**config.mk**
```make
export PLATFORM = sky130hd
export DESIGN_NAME = motor_current_pi_controller
export DESIGN_NICKNAME = d
export VERILOG_FILES = /design/src/sv/mcpi_pkg.sv /design/src/sv/mcpi_regs.sv /design/src/sv/mcpi_mac.sv /design/src/sv/motor_current_pi_controller.sv
export SDC_FILE = /design/constraint.sdc
export NUM_CORES = 2
export LEC_CHECK = 0
export ABC_CLOCK_PERIOD_IN_PS = 20600
export BUFFER_PORTS_ARGS = -buffer_cell sky130_fd_sc_hd__buf_2
export CAP_MARGIN = 20
export CORE_MARGIN = 2
export CORE_UTILIZATION = 25
export DETAILED_ROUTE_END_ITERATION = 7
export PLACE_DENSITY = 0.46
export SLEW_MARGIN = 20
export SYNTH_ARGS = -nofsm -noshare
export SYNTH_HDL_FRONTEND = slang
export SYNTH_SLANG_ARGS = --single-unit
```
**constraint.sdc**
```tcl
create_clock -name clk -period 20.6 [get_ports clk]
set_input_delay 6.18 -clock clk [delete_from_list [all_inputs] [get_ports clk]]
set_output_delay 6.18 -clock clk [all_outputs]
set_load 0.005 [all_outputs]
```
**src/sv/mcpi_pkg.sv**
```systemverilog
// ----------------------------------------------------------------------------
// mcpi_pkg
// Shared types and constants of the motor current PI controller: register
// map, mode codes, sequencer states and the command of the multiply-add unit.
// ----------------------------------------------------------------------------
`default_nettype none

package mcpi_pkg;

	// Configuration port geometry.
	localparam int unsigned ADDR_W = 5;
	localparam int unsigned DATA_W = 32;

	// Register indexes (byte address is four times the index).
	localparam logic [2:0] REG_KP         = 3'd0;
	localparam logic [2:0] REG_KI         = 3'd1;
	localparam logic [2:0] REG_PWM_PERIOD = 3'd2;
	localparam logic [2:0] REG_ADC_GAIN   = 3'd3;
	localparam logic [2:0] REG_ADC_OFFSET = 3'd4;
	localparam logic [2:0] REG_TEST_AMP   = 3'd5;

	// Register reset values.
	localparam logic [16:0] RST_PWM_PERIOD = 17'd4000;
	localparam logic [15:0] RST_ADC_GAIN   = 16'd33889;
	localparam logic [25:0] RST_ADC_OFFSET = 26'd30257971;
	localparam logic [14:0] RST_TEST_AMP   = 15'd200;

	// Mode codes; the undefined codes behave as idle.
	localparam logic [2:0] OP_IDLE   = 3'd0;
	localparam logic [2:0] OP_DIRECT = 3'd1;
	localparam logic [2:0] OP_TEST   = 3'd2;
	localparam logic [2:0] OP_HOLD   = 3'd3;
	localparam logic [2:0] OP_TRACK  = 3'd4;

	// Datapath widths of the shared multiply-add unit.
	localparam int unsigned MUL_A_W = 33;
	localparam int unsigned MUL_B_W = 17;
	localparam int unsigned ACC_W   = 51;

	// Duty limits and the reciprocal of 100 in Q0.30, split in two halves.
	localparam logic [6:0]  PCT_FULL    = 7'd100;
	localparam logic [16:0] PERIOD_MAX  = 17'd65536;
	localparam logic [11:0] MEAS_MAX    = 12'd4095;
	localparam int unsigned RECIP_SHIFT = 30;
	localparam int unsigned RECIP_SPLIT = 12;
	localparam logic [11:0] RECIP_HI    = 12'hA3D;
	localparam logic [11:0] RECIP_LO    = 12'h70B;

	// Configuration register contents.
	typedef struct packed {
		logic [15:0] kp;
		logic [15:0] ki;
		logic [16:0] pwm_period;
		logic [15:0] adc_gain;
		logic [25:0] adc_offset;
		logic [14:0] test_amplitude;
	} cfg_t;

	// Addend choice of the multiply-add unit.
	typedef enum logic [1:0] {
		ADD_ZERO    = 2'd0,
		ADD_OFFSET  = 2'd1,
		ADD_ACC     = 2'd2,
		ADD_ACC_SHL = 2'd3
	} add_sel_t;

	// One command to the multiply-add unit.
	typedef struct packed {
		logic               en;
		logic [MUL_A_W-1:0] a;
		logic [MUL_B_W-1:0] b;
		add_sel_t           add_sel;
	} mac_cmd_t;

	// Sequencer states.
	typedef enum logic [9:0] {
		ST_IDLE   = 10'b0000000001,
		ST_SCALE  = 10'b0000000010,
		ST_MEAS   = 10'b0000000100,
		ST_INTEG  = 10'b0000001000,
		ST_KI     = 10'b0000010000,
		ST_MAG    = 10'b0000100000,
		ST_PER    = 10'b0001000000,
		ST_DHI    = 10'b0010000000,
		ST_DLO    = 10'b0100000000,
		ST_FINISH = 10'b1000000000
	} state_t;

endpackage

`default_nettype wire

```
**src/sv/mcpi_regs.sv**
```systemverilog
// ----------------------------------------------------------------------------
// mcpi_regs
// Configuration register file behind an APB-style port; always ready.
// ----------------------------------------------------------------------------
`default_nettype none

module mcpi_regs (
	input  wire logic                         clk,
	input  wire logic                         arst_n,
	input  wire logic                         psel,
	input  wire logic                         penable,
	input  wire logic                         pwrite,
	input  wire logic [mcpi_pkg::ADDR_W-1:0]  paddr,
	input  wire logic [mcpi_pkg::DATA_W-1:0]  pwdata,
	output logic      [mcpi_pkg::DATA_W-1:0]  prdata,
	output logic                              pready,
	output mcpi_pkg::cfg_t                    cfg
);

	mcpi_pkg::cfg_t cfg_q;
	logic           wr_en;
	logic [2:0]     reg_idx;

	assign pready  = 1'b1;
	assign reg_idx = paddr[4:2];
	assign wr_en   = psel & penable & pwrite;
	assign cfg     = cfg_q;

	// Register writes complete in the access phase of a write transaction.
	always_ff @(posedge clk or negedge arst_n) begin
		if (!arst_n) begin
			cfg_q.kp             <= '0;
			cfg_q.ki             <= '0;
			cfg_q.pwm_period     <= mcpi_pkg::RST_PWM_PERIOD;
			cfg_q.adc_gain       <= mcpi_pkg::RST_ADC_GAIN;
			cfg_q.adc_offset     <= mcpi_pkg::RST_ADC_OFFSET;
			cfg_q.test_amplitude <= mcpi_pkg::RST_TEST_AMP;
		end else if (wr_en) begin
			case (reg_idx)
				mcpi_pkg::REG_KP:         cfg_q.kp             <= pwdata[15:0];
				mcpi_pkg::REG_KI:         cfg_q.ki             <= pwdata[15:0];
				mcpi_pkg::REG_PWM_PERIOD: cfg_q.pwm_period     <= pwdata[16:0];
				mcpi_pkg::REG_ADC_GAIN:   cfg_q.adc_gain       <= pwdata[15:0];
				mcpi_pkg::REG_ADC_OFFSET: cfg_q.adc_offset     <= pwdata[25:0];
				mcpi_pkg::REG_TEST_AMP:   cfg_q.test_amplitude <= pwdata[14:0];
				default: ;
			endcase
		end
	end

	// Read data mux; unmapped addresses read as zero.
	always_comb begin
		case (reg_idx)
			mcpi_pkg::REG_KP:         prdata = {16'b0, cfg_q.kp};
			mcpi_pkg::REG_KI:         prdata = {16'b0, cfg_q.ki};
			mcpi_pkg::REG_PWM_PERIOD: prdata = {15'b0, cfg_q.pwm_period};
			mcpi_pkg::REG_ADC_GAIN:   prdata = {16'b0, cfg_q.adc_gain};
			mcpi_pkg::REG_ADC_OFFSET: prdata = {6'b0, cfg_q.adc_offset};
			mcpi_pkg::REG_TEST_AMP:   prdata = {17'b0, cfg_q.test_amplitude};
			default:                  prdata = '0;
		endcase
	end

endmodule

`default_nettype wire

```
**src/sv/mcpi_mac.sv**
```systemverilog
// ----------------------------------------------------------------------------
// mcpi_mac
// Shared multiply-add unit: signed 33 by unsigned 17 bit product plus a
// selected addend, captured in one accumulator register.
// ----------------------------------------------------------------------------
`default_nettype none

module mcpi_mac (
	input  wire logic                             clk,
	input  wire mcpi_pkg::mac_cmd_t               cmd,
	input  wire logic [25:0]                      offset,
	output logic signed [mcpi_pkg::ACC_W-1:0]     acc
);

	localparam int unsigned ACC_W = mcpi_pkg::ACC_W;

	logic signed [ACC_W-1:0] product;
	logic signed [ACC_W-1:0] addend;
	logic signed [ACC_W-1:0] acc_q;

	assign acc = acc_q;

	// The B operand is unsigned, so it gets a zero sign bit.
	assign product = $signed(cmd.a) * $signed({1'b0, cmd.b});

	// Addend selection.
	always_comb begin
		case (cmd.add_sel)
			mcpi_pkg::ADD_ZERO:    addend = '0;
			mcpi_pkg::ADD_OFFSET:  addend = $signed({{(ACC_W-26){1'b0}}, offset});
			mcpi_pkg::ADD_ACC:     addend = acc_q;
			mcpi_pkg::ADD_ACC_SHL: addend = $signed({acc_q[ACC_W-1-mcpi_pkg::RECIP_SPLIT:0],
				{mcpi_pkg::RECIP_SPLIT{1'b0}}});
			default:               addend = '0;
		endcase
	end

	// Accumulator.
	always_ff @(posedge clk) begin
		if (cmd.en) begin
			acc_q <= product + addend;
		end
	end

endmodule

`default_nettype wire

```
**src/sv/motor_current_pi_controller.sv**
```systemverilog
// ----------------------------------------------------------------------------
// motor_current_pi_controller
// Current-loop PI controller with PWM duty output, direct PWM and test modes.
// ----------------------------------------------------------------------------
// One transaction per control tick. A controlling mode (current test, hold,
// track) is run by a small sequencer that steps the tick through one shared
// multiply-add unit for the sample scaling, both gain products, the period
// scaling and the two halves of the division by 100, one step per cycle. A
// new tick is not accepted while an earlier one is in work. Idle and direct
// PWM ticks go straight to the last step, which loads their result. in_stall
// stays high while a tick is in work. The result sits in an output register,
// so a new tick may start while it waits. A finished tick that finds that
// register full and stalled waits in its last step for as long as the stall
// lasts. The error integral saturates at the signed 32-bit limits and is
// cleared only by reset. Registers may be written only while no tick is in
// work.
// ----------------------------------------------------------------------------
`default_nettype none

module motor_current_pi_controller #(
	parameter int TEST_LENGTH = 100,
	parameter int ADC_BITS    = 10
) (
	input  wire logic                         clk,
	input  wire logic                         arst_n,
	// Configuration port
	input  wire logic                         psel,
	input  wire logic                         penable,
	input  wire logic                         pwrite,
	input  wire logic [mcpi_pkg::ADDR_W-1:0]  paddr,
	input  wire logic [mcpi_pkg::DATA_W-1:0]  pwdata,
	output logic      [mcpi_pkg::DATA_W-1:0]  prdata,
	output logic                              pready,
	// Input channel
	input  wire logic                         in_valid,
	output logic                              in_stall,
	input  wire logic [2:0]                   op,
	input  wire logic [9:0]                   adc_sample,
	input  wire logic signed [15:0]           desired_current,
	input  wire logic                         pwm_dir,
	input  wire logic [15:0]                  pwm_duty,
	// Output channel
	output logic                              out_valid,
	input  wire logic                         out_stall,
	output logic [16:0]                       duty,
	output logic                              direction,
	output logic                              record_valid,
	output logic signed [15:0]                reference,
	output logic [11:0]                       measured,
	output logic                              record_last
);

	localparam int unsigned ACC_W = mcpi_pkg::ACC_W;

	// Square-wave quarter marks and the last test tick.
	localparam logic [6:0] MARK_Q1   = 7'(TEST_LENGTH / 4);
	localparam logic [6:0] MARK_Q2   = 7'(TEST_LENGTH / 2);
	localparam logic [6:0] MARK_Q3   = 7'((3 * TEST_LENGTH) / 4);
	localparam logic [6:0] TEST_LAST = 7'(TEST_LENGTH);

	// Only the low converter bits of the sample are used.
	localparam int         SAMPLE_BITS = (ADC_BITS < 10) ? ADC_BITS : 10;
	localparam logic [9:0] SAMPLE_MASK = 10'((1 << SAMPLE_BITS) - 1);

	mcpi_pkg::cfg_t      cfg;
	mcpi_pkg::mac_cmd_t  mac_cmd;
	logic signed [ACC_W-1:0] acc;

	mcpi_pkg::state_t    state_q;
	logic [2:0]          op_q;
	logic                ctrl_q;
	logic [9:0]          sample_q;
	logic signed [15:0]  ref_q;
	logic [15:0]         pwm_duty_q;
	logic                last_q;
	logic [11:0]         meas_q;
	logic signed [17:0]  err_q;
	logic signed [31:0]  integ_q;
	logic [6:0]          mag_q;
	logic [22:0]         x_q;
	logic                drive_dir_q;
	logic [6:0]          test_cnt_q;

	logic                out_valid_q;
	logic [16:0]         duty_q;
	logic                direction_q;
	logic                record_valid_q;
	logic signed [15:0]  reference_q;
	logic [11:0]         measured_q;
	logic                record_last_q;

	logic                in_fire;
	logic                out_free;
	logic                op_ctrl;
	logic                sq_neg;
	logic signed [15:0]  ref_next;
	logic [34:0]         acc_hi;
	logic [11:0]         meas_sat;
	logic signed [17:0]  err_next;
	logic signed [32:0]  integ_sum;
	logic signed [31:0]  integ_sat;
	logic signed [ACC_W-1:0] acc_abs;
	logic [6:0]          mag_next;
	logic [16:0]         per_clamped;

	mcpi_regs u_regs (
		.clk     (clk),
		.arst_n  (arst_n),
		.psel    (psel),
		.penable (penable),
		.pwrite  (pwrite),
		.paddr   (paddr),
		.pwdata  (pwdata),
		.prdata  (prdata),
		.pready  (pready),
		.cfg     (cfg)
	);

	mcpi_mac u_mac (
		.clk    (clk),
		.cmd    (mac_cmd),
		.offset (cfg.adc_offset),
		.acc    (acc)
	);

	// Handshakes.
	assign in_stall = (state_q != mcpi_pkg::ST_IDLE);
	assign in_fire  = in_valid & ~in_stall;
	assign out_free = ~out_valid_q | ~out_stall;

	// Mode decode and the reference of the arriving tick.
	always_comb begin
		op_ctrl = (op == mcpi_pkg::OP_TEST) || (op == mcpi_pkg::OP_HOLD) ||
			(op == mcpi_pkg::OP_TRACK);
		sq_neg  = (test_cnt_q >= MARK_Q1) ^ (test_cnt_q >= MARK_Q2) ^
			(test_cnt_q >= MARK_Q3);
		if (op == mcpi_pkg::OP_TEST) begin
			ref_next = sq_neg ? -$signed({1'b0, cfg.test_amplitude})
				: $signed({1'b0, cfg.test_amplitude});
		end else if (op_ctrl) begin
			ref_next = desired_current;
		end else begin
			ref_next = '0;
		end
	end

	// Measured current, error, integral and effort magnitude.
	always_comb begin
		acc_hi    = acc[ACC_W-1:16];
		meas_sat  = (acc_hi > {23'b0, mcpi_pkg::MEAS_MAX}) ? mcpi_pkg::MEAS_MAX
			: acc_hi[11:0];
		err_next  = $signed({{2{ref_q[15]}}, ref_q}) - $signed({6'b0, meas_sat});
		integ_sum = $signed({integ_q[31], integ_q}) + $signed({{15{err_q[17]}}, err_q});
		if (integ_sum[32] != integ_sum[31]) begin
			integ_sat = integ_sum[32] ? $signed({1'b1, 31'b0}) : $signed({1'b0, {31{1'b1}}});
		end else begin
			integ_sat = integ_sum[31:0];
		end
		acc_abs  = acc[ACC_W-1] ? -acc : acc;
		mag_next = (acc_abs > $signed({{(ACC_W-7){1'b0}}, mcpi_pkg::PCT_FULL}))
			? mcpi_pkg::PCT_FULL : acc_abs[6:0];
		per_clamped = (cfg.pwm_period > mcpi_pkg::PERIOD_MAX) ? mcpi_pkg::PERIOD_MAX
			: cfg.pwm_period;
	end

	// Operands of the shared unit for each sequencer step.
	always_comb begin
		mac_cmd.en      = 1'b0;
		mac_cmd.a       = '0;
		mac_cmd.b       = '0;
		mac_cmd.add_sel = mcpi_pkg::ADD_ZERO;
		case (state_q)
			mcpi_pkg::ST_SCALE: begin
				mac_cmd.en      = 1'b1;
				mac_cmd.a       = {23'b0, sample_q & SAMPLE_MASK};
				mac_cmd.b       = {1'b0, cfg.adc_gain};
				mac_cmd.add_sel = mcpi_pkg::ADD_OFFSET;
			end
			mcpi_pkg::ST_INTEG: begin
				mac_cmd.en      = 1'b1;
				mac_cmd.a       = {{15{err_q[17]}}, err_q};
				mac_cmd.b       = {1'b0, cfg.kp};
			end
			mcpi_pkg::ST_KI: begin
				mac_cmd.en      = 1'b1;
				mac_cmd.a       = {integ_q[31], integ_q};
				mac_cmd.b       = {1'b0, cfg.ki};
				mac_cmd.add_sel = mcpi_pkg::ADD_ACC;
			end
			mcpi_pkg::ST_PER: begin
				mac_cmd.en      = 1'b1;
				mac_cmd.a       = {16'b0, per_clamped};
				mac_cmd.b       = {10'b0, mag_q};
			end
			mcpi_pkg::ST_DHI: begin
				mac_cmd.en      = 1'b1;
				mac_cmd.a       = {10'b0, acc[22:0]};
				mac_cmd.b       = {5'b0, mcpi_pkg::RECIP_HI};
			end
			mcpi_pkg::ST_DLO: begin
				mac_cmd.en      = 1'b1;
				mac_cmd.a       = {10'b0, x_q};
				mac_cmd.b       = {5'b0, mcpi_pkg::RECIP_LO};
				mac_cmd.add_sel = mcpi_pkg::ADD_ACC_SHL;
			end
			default: ;
		endcase
	end

	// Sequencer and the state kept across ticks.
	always_ff @(posedge clk or negedge arst_n) begin
		if (!arst_n) begin
			state_q     <= mcpi_pkg::ST_IDLE;
			integ_q     <= '0;
			test_cnt_q  <= '0;
			drive_dir_q <= 1'b0;
		end else begin
			case (state_q)
				mcpi_pkg::ST_IDLE: begin
					if (in_fire) begin
						state_q <= op_ctrl ? mcpi_pkg::ST_SCALE : mcpi_pkg::ST_FINISH;
						if (op == mcpi_pkg::OP_DIRECT) begin
							drive_dir_q <= pwm_dir;
						end
						if (op == mcpi_pkg::OP_TEST) begin
							test_cnt_q <= (test_cnt_q >= TEST_LAST) ? 7'd0 : test_cnt_q + 7'd1;
						end
					end
				end
				mcpi_pkg::ST_SCALE: state_q <= mcpi_pkg::ST_MEAS;
				mcpi_pkg::ST_MEAS:  state_q <= mcpi_pkg::ST_INTEG;
				mcpi_pkg::ST_INTEG: begin
					integ_q <= integ_sat;
					state_q <= mcpi_pkg::ST_KI;
				end
				mcpi_pkg::ST_KI:    state_q <= mcpi_pkg::ST_MAG;
				mcpi_pkg::ST_MAG: begin
					drive_dir_q <= acc[ACC_W-1];
					state_q     <= mcpi_pkg::ST_PER;
				end
				mcpi_pkg::ST_PER:   state_q <= mcpi_pkg::ST_DHI;
				mcpi_pkg::ST_DHI:   state_q <= mcpi_pkg::ST_DLO;
				mcpi_pkg::ST_DLO:   state_q <= mcpi_pkg::ST_FINISH;
				mcpi_pkg::ST_FINISH: begin
					if (out_free) begin
						state_q <= mcpi_pkg::ST_IDLE;
					end
				end
				default: state_q <= mcpi_pkg::ST_IDLE;
			endcase
		end
	end

	// Per-tick working registers.
	always_ff @(posedge clk) begin
		if (in_fire) begin
			op_q       <= op;
			ctrl_q     <= op_ctrl;
			sample_q   <= adc_sample;
			ref_q      <= ref_next;
			pwm_duty_q <= pwm_duty;
			last_q     <= (op == mcpi_pkg::OP_TEST) && (test_cnt_q >= TEST_LAST);
			meas_q     <= '0;
		end
		if (state_q == mcpi_pkg::ST_MEAS) begin
			meas_q <= meas_sat;
			err_q  <= err_next;
		end
		if (state_q == mcpi_pkg::ST_MAG) begin
			mag_q <= mag_next;
		end
		if (state_q == mcpi_pkg::ST_DHI) begin
			x_q <= acc[22:0];
		end
	end

	// Output register valid flag.
	always_ff @(posedge clk or negedge arst_n) begin
		if (!arst_n) begin
			out_valid_q <= 1'b0;
		end else if ((state_q == mcpi_pkg::ST_FINISH) && out_free) begin
			out_valid_q <= 1'b1;
		end else if (out_valid_q && !out_stall) begin
			out_valid_q <= 1'b0;
		end
	end

	// Output payload, loaded when the tick finishes.
	always_ff @(posedge clk) begin
		if ((state_q == mcpi_pkg::ST_FINISH) && out_free) begin
			if (ctrl_q) begin
				duty_q <= acc[mcpi_pkg::RECIP_SHIFT+16:mcpi_pkg::RECIP_SHIFT];
			end else if (op_q == mcpi_pkg::OP_DIRECT) begin
				duty_q <= {1'b0, pwm_duty_q};
			end else begin
				duty_q <= '0;
			end
			direction_q    <= drive_dir_q;
			record_valid_q <= (op_q == mcpi_pkg::OP_TEST);
			reference_q    <= ref_q;
			measured_q     <= meas_q;
			record_last_q  <= last_q;
		end
	end

	assign out_valid    = out_valid_q;
	assign duty         = duty_q;
	assign direction    = direction_q;
	assign record_valid = record_valid_q;
	assign reference    = reference_q;
	assign measured     = measured_q;
	assign record_last  = record_last_q;

endmodule

`default_nettype wire
```
* Word level (Yosys, flattened, before mapping)
Cells that the tools add are included.
** Operators by class
- Multiplexer cells :: 26
- Add/subtract/negate cells :: 6
- Reduce and logical (&&, ||, !) cells :: 20
- Bitwise gates (word level) :: 9
- Equality and inequality tests :: 29
- Magnitude comparators :: 7
- Multipliers :: 1
** Operator list (count)
- $pmux 51 s6 :: 1
- $pmux 51 s4 :: 1
- $pmux 26 s6 :: 1
- $pmux 10 s10 :: 1
- $mux 16 :: 4
- $mux 32 :: 2
- $add 51x51->51 :: 1
- $gt 51x8->1 const B :: 1
- $mul 33x18->51 :: 1
- $mux 51 :: 1
- $neg 51->51 :: 1
- $mux 12 :: 3
- $gt 35x12->1 const B :: 1
- $mux 17 :: 2
- $add 32x17->33 :: 1
- $mux 10 :: 3
- $gt 17x17->1 const B :: 1
- $sub 16x13->17 :: 1
- $neg 15->16 :: 1
- $eq 3x2->1 const B :: 5
- $ge 7x7->1 const B :: 2
- $reduce_and 2->1 :: 7
- $eq 10x1->1 const B :: 1
- $eq 10x10->1 const B :: 1
- other kinds (33) :: 54
** Storage, ports and cells
- Flip-flop bits (word level) :: 362
- Logic and storage cells :: 126
- Output and inout bits :: 83

* Logic depth before layout (Yosys ltp)
- Depth in word-level cells :: 6
- Mapped depth :: 34
- Mapped depth without buffers :: 31

* Hierarchy
A second synthesis with hierarchy kept.
** Second synthesis, totals
- Cells, all modules :: 4265
- Area, all modules :: 41705.0 sq um
** Modules (own cells, without submodules)
- mcpi_mac :: cells an instance 2560, instances 1, area each 23612.6 sq um
- motor_current_pi_controller :: cells an instance 1342, instances 1, area each 13070.0 sq um
- mcpi_regs :: cells an instance 363, instances 1, area each 5022.3 sq um

* Worst setup path before layout
Ideal clock, no wire load.
- Path type :: input to output
- From :: input port paddr[2] in the netlist's numbering
- To :: output port prdata[4] in the netlist's numbering
- Slack :: 6623 ps
- Arrival time :: 7797 ps
- Stages on the path :: 6
- Path through :: clkbuf_1 -> buf_1 -> buf_1 -> clkbuf_1 -> a31oi_1 -> o221ai_1
** Between the ends
- Cells in the longest elaborated chain, start to end :: 2
- Elaborated cells between the ends (all ways) :: 7
- Classes of those cells :: eq/ne (5); mux (1); reduce/logical (1)
** Ends and longest elaborated chain
- start, declared :: RTL line motor_current_pi_controller.sv:30 : input wire logic [mcpi_pkg::ADDR_W-1:0] paddr,
- $eq 3x3->1, or another cell as far along :: RTL line mcpi_regs.sv:53 : case (reg_idx)
- $pmux 26 s6 * :: RTL line mcpi_regs.sv:53
- end, declared :: RTL line motor_current_pi_controller.sv:32 : output logic [mcpi_pkg::DATA_W-1:0] prdata,
Every way passes the cells marked *; elsewhere a longest branch is shown, timed or not.

* Final worst setup path
- From :: input port paddr[3] in the netlist's numbering
- To :: output port prdata[4] in the netlist's numbering
Same word-level chain as after synthesis.

==> results.sh <==
export IMPL_yosysSeqAreaShare_pct=25.88
export IMPL_die_y_um=399.5
export IMPL_synth_largest_area_cell="fa_1"
export IMPL_worst_pin_slew_ns=1.270
export IMPL_synth_cells=4135
export IMPL_finalWorstSetupSlack_ns=6.130
export IMPL_max_freq_mhz=69.11
export IMPL_whs_path_depth=0
export IMPL_synth_top_area_share_pct=27.64
export IMPL_ios=173
export IMPL_finish_utilization_pct=28.07
export IMPL_cap_viol_max_count=0
export IMPL_clock_latency_ns=0.61
export IMPL_cp_cell_sequence="buf_2, nand2b_1, nor2_1, buf_4, nand2_1, o221ai_1, buf_2"
export IMPL_vdd_drop_max_mv=0.05367
export IMPL_rr_endpoint="u_mac.acc[49]"
export IMPL_worstHoldStart="meas_q[6]"
export IMPL_htreeDepth=2
export IMPL_core_area_um2=155800
export IMPL_slowest_stage="buf_2"
export IMPL_netlist_top_cells_count="inv_1 (753), nand2_1 (543), fa_1 (540), nor2_1 (309), edfxtp_1 (205)"
export IMPL_cp_max_fo=31
export IMPL_slew_viol_final=0
export IMPL_overflow=0
export IMPL_totalPowerFinal_mw=2.654
export IMPL_drt_first_pass_iters=8
export IMPL_grt_pass1_wl_um=210900
export IMPL_worstPathArrival_ns=8.29
export IMPL_rsz0062_at_grt="false"
export IMPL_cts_hold_buffers=0
export IMPL_netlist_cell_type_count=88
export IMPL_antenna_found_initial=8
export IMPL_hpwl_um=110200
export IMPL_tns_ns=0
export IMPL_powerDensity_nw_per_um2=60.67
export IMPL_hp_class="reg2reg"
export IMPL_post_cts_resized=0
export IMPL_synth_seq_cells=362
export IMPL_synth_cell_area_um2=39110
export IMPL_fin_crit_sh_pct=70.24
export IMPL_cpPeakStageDelay_ns=0.65
export IMPL_period_minus_slack_ns=14.47
export IMPL_io_buffers=157
export IMPL_yosys_warnings=0
export IMPL_ant_nets=0
export IMPL_grt_max_degree=110
export IMPL_path_buf_inv=3
export IMPL_nNetsFinal=5008
export IMPL_crit_cells=7
export IMPL_cpMostUsedCell="buf_2"
export IMPL_power_leakage_nw=19.92
export IMPL_dp_worst_setup_slack_ns=6.116
export IMPL_synth_ff_type="edfxtp_1"
export IMPL_r2r_cells=28
export IMPL_synth_area_per_cell_um2=9.458
export IMPL_drt_iter0_drc=2558
export IMPL_ys_top_cells_by_area="fa_1 (28%), edfxtp_1 (16%), dfrtp_1 (8.1%)"
export IMPL_rrSetupSlack_ns=8.94
export IMPL_hold_violations=0
export IMPL_cts_tree="built"
export IMPL_drt_wl_total_um=141200
export IMPL_finalSetupViolCount=0
export IMPL_post_cts_buffers=0
export IMPL_end_kind="output pin"
export IMPL_skew_ns=0.05066
export IMPL_path_class="in2out"
export IMPL_post_drt_wl_per_cell_um=22.44
export IMPL_numCtsBuffers=43
export IMPL_clk_pin_slew_ns=0.07
export IMPL_vias=30334
export IMPL_gp_congestion=0.8713
export IMPL_viasPerCell=4.820
export IMPL_violations="design-rule violations"
export IMPL_initial_core_util_pct=25.09
export IMPL_die_area_um2=159600
export IMPL_outcome="complete, but fails checks"
export IMPL_area_delta_synth_final_pct=11.85
export IMPL_hold_path_endpoint="measured[6]"
export IMPL_synth_edff_count=205
export IMPL_grt_pass1_vias=31207
export IMPL_worst_ep_required_time_ns=14.42
export IMPL_r2r_start="state_q[0]"
export IMPL_final_layout_size_suffix_gt1_share_pct=11.45
export IMPL_clockRootBuffer="clkbuf_16"
export IMPL_cts_path_max_buffers=3
export IMPL_yosysMostFrequentCell="inv_1"
export IMPL_track_usage_pct=17.80
export IMPL_start_kind="input port"
export IMPL_relSlewSlack_pct=14.23
export IMPL_fp_dieW_um=399.5
export IMPL_cp_top_family="buffers and inverters"
export IMPL_drc=1
export IMPL_ys_async_sr_fraction_pct=43.37
export IMPL_cts_sinks=362
export IMPL_rows=145
-- cell type report --
class                   instances  area, um^2
fillers                     16477      112100
diodes                          1       2.502
multi-input cells            2807       25430
clock buffers                  54        1137
repair buffers                233        1383
clock inverters                26       267.8
inverters                     753        2826
flip-flops and latches        362       10120
well taps                    2058        2575
-- layer usage --
layer  share of wire (%)  global-route usage, %
met1                  44                  24.68
met4                 2.4                  4.115
met3                 5.2                  1.837
met5                   0                      0
met2                  48                  29.75
-- how the worst max path moves through the flow --
stage | from | end | slack [ns]
after floorplan | paddr[2] | prdata[4] | 6.62
after global placement | paddr[3] | prdata[4] | 6.14
after detailed placement | paddr[3] | prdata[4] | 6.12
after CTS | paddr[3] | prdata[4] | 6.12
after global routing | paddr[3] | prdata[4] | 6.02
final | paddr[3] | prdata[4] | 6.13
-- cells by family (layout without fill, tap and decap cells) --
kind of cell	after synthesis	in the layout	synth area share, %
compound gates	654	654	11.34
xor+xnor	113	113	2.531
fa+ha+maj	725	725	33.52
buf+inv	971	1066	9.425
flops	362	362	25.88
mux	140	140	4.022
other cells	2	8	0.01920
simple gates	1168	1168	13.26
-- where the power goes --
part / leakage, nW / switching, mW / internal (mW)
registers: 3.85 / 0.185 / 0.942
clock network: 0.684 / 0.350 / 0.438
logic: 15.4 / 0.455 / 0.283
-- cells in the final DEF (no fill, tap or decap), drive strengths merged, types with 12 or more instances in the layout --
master,count
nand4,20
nor2b,20
xor2,52
inv,761
a31oi,19
a22o,51
clkinv,13
a21o,47
nor3,35
nor4,30
mux2i,30
and2,47
nor2,311
xnor2,61
fa,540
a21oi,159
or3,19
a222oi,23
dfrtp,127
clkbuf,54
a22oi,32
o221ai,13
edfxtp,205
nand3,50
and3,15
a211oi,27
or2,12
a221oi,14
buf,233
o21bai,19
nand2b,16
nand2,543
o21ai,128
or4,19
dfstp,30
mux2,107
o22ai,16
ha,178
-- state kept, by name (all words and copies together) (netlist names), 3 cells and up --
name	flops
duty	17
err_q	17
integ_q	32
mag_q	7
meas_q	12
measured	12
op_q	3
pwm_duty_q	16
ref_q	16
reference	16
sample_q	10
state_q	10
test_cnt_q	7
u_mac.acc	51
u_regs.cfg	106
x_q	23
-- per-stage QoR --
stage	instance area, um^2	std cells	hold WS (ns)
2_1_floorplan	39130	4140	0.4003
3_3_place_gp	42310	6212	0.4058
3_5_place_dp	42320	6212	0.4045
4_1_cts	43720	6292	0.4133
5_1_grt	43740	6293	0.4239
6_report	43740	6294	0.4164
-- worst register-to-register path, delay by kind of cell (launching register included) --
kind	cells	cell delay [ns]
DFF	1	0.56
and+or+nand+nor	6	1.90
adders and majority gates	7	3.49
AOI/OAI and AO/OA	7	4.04
buffers and inverters	7	1.21
xor gates and xnor gates	1	0.21
(Power assumes the default switching activity.)
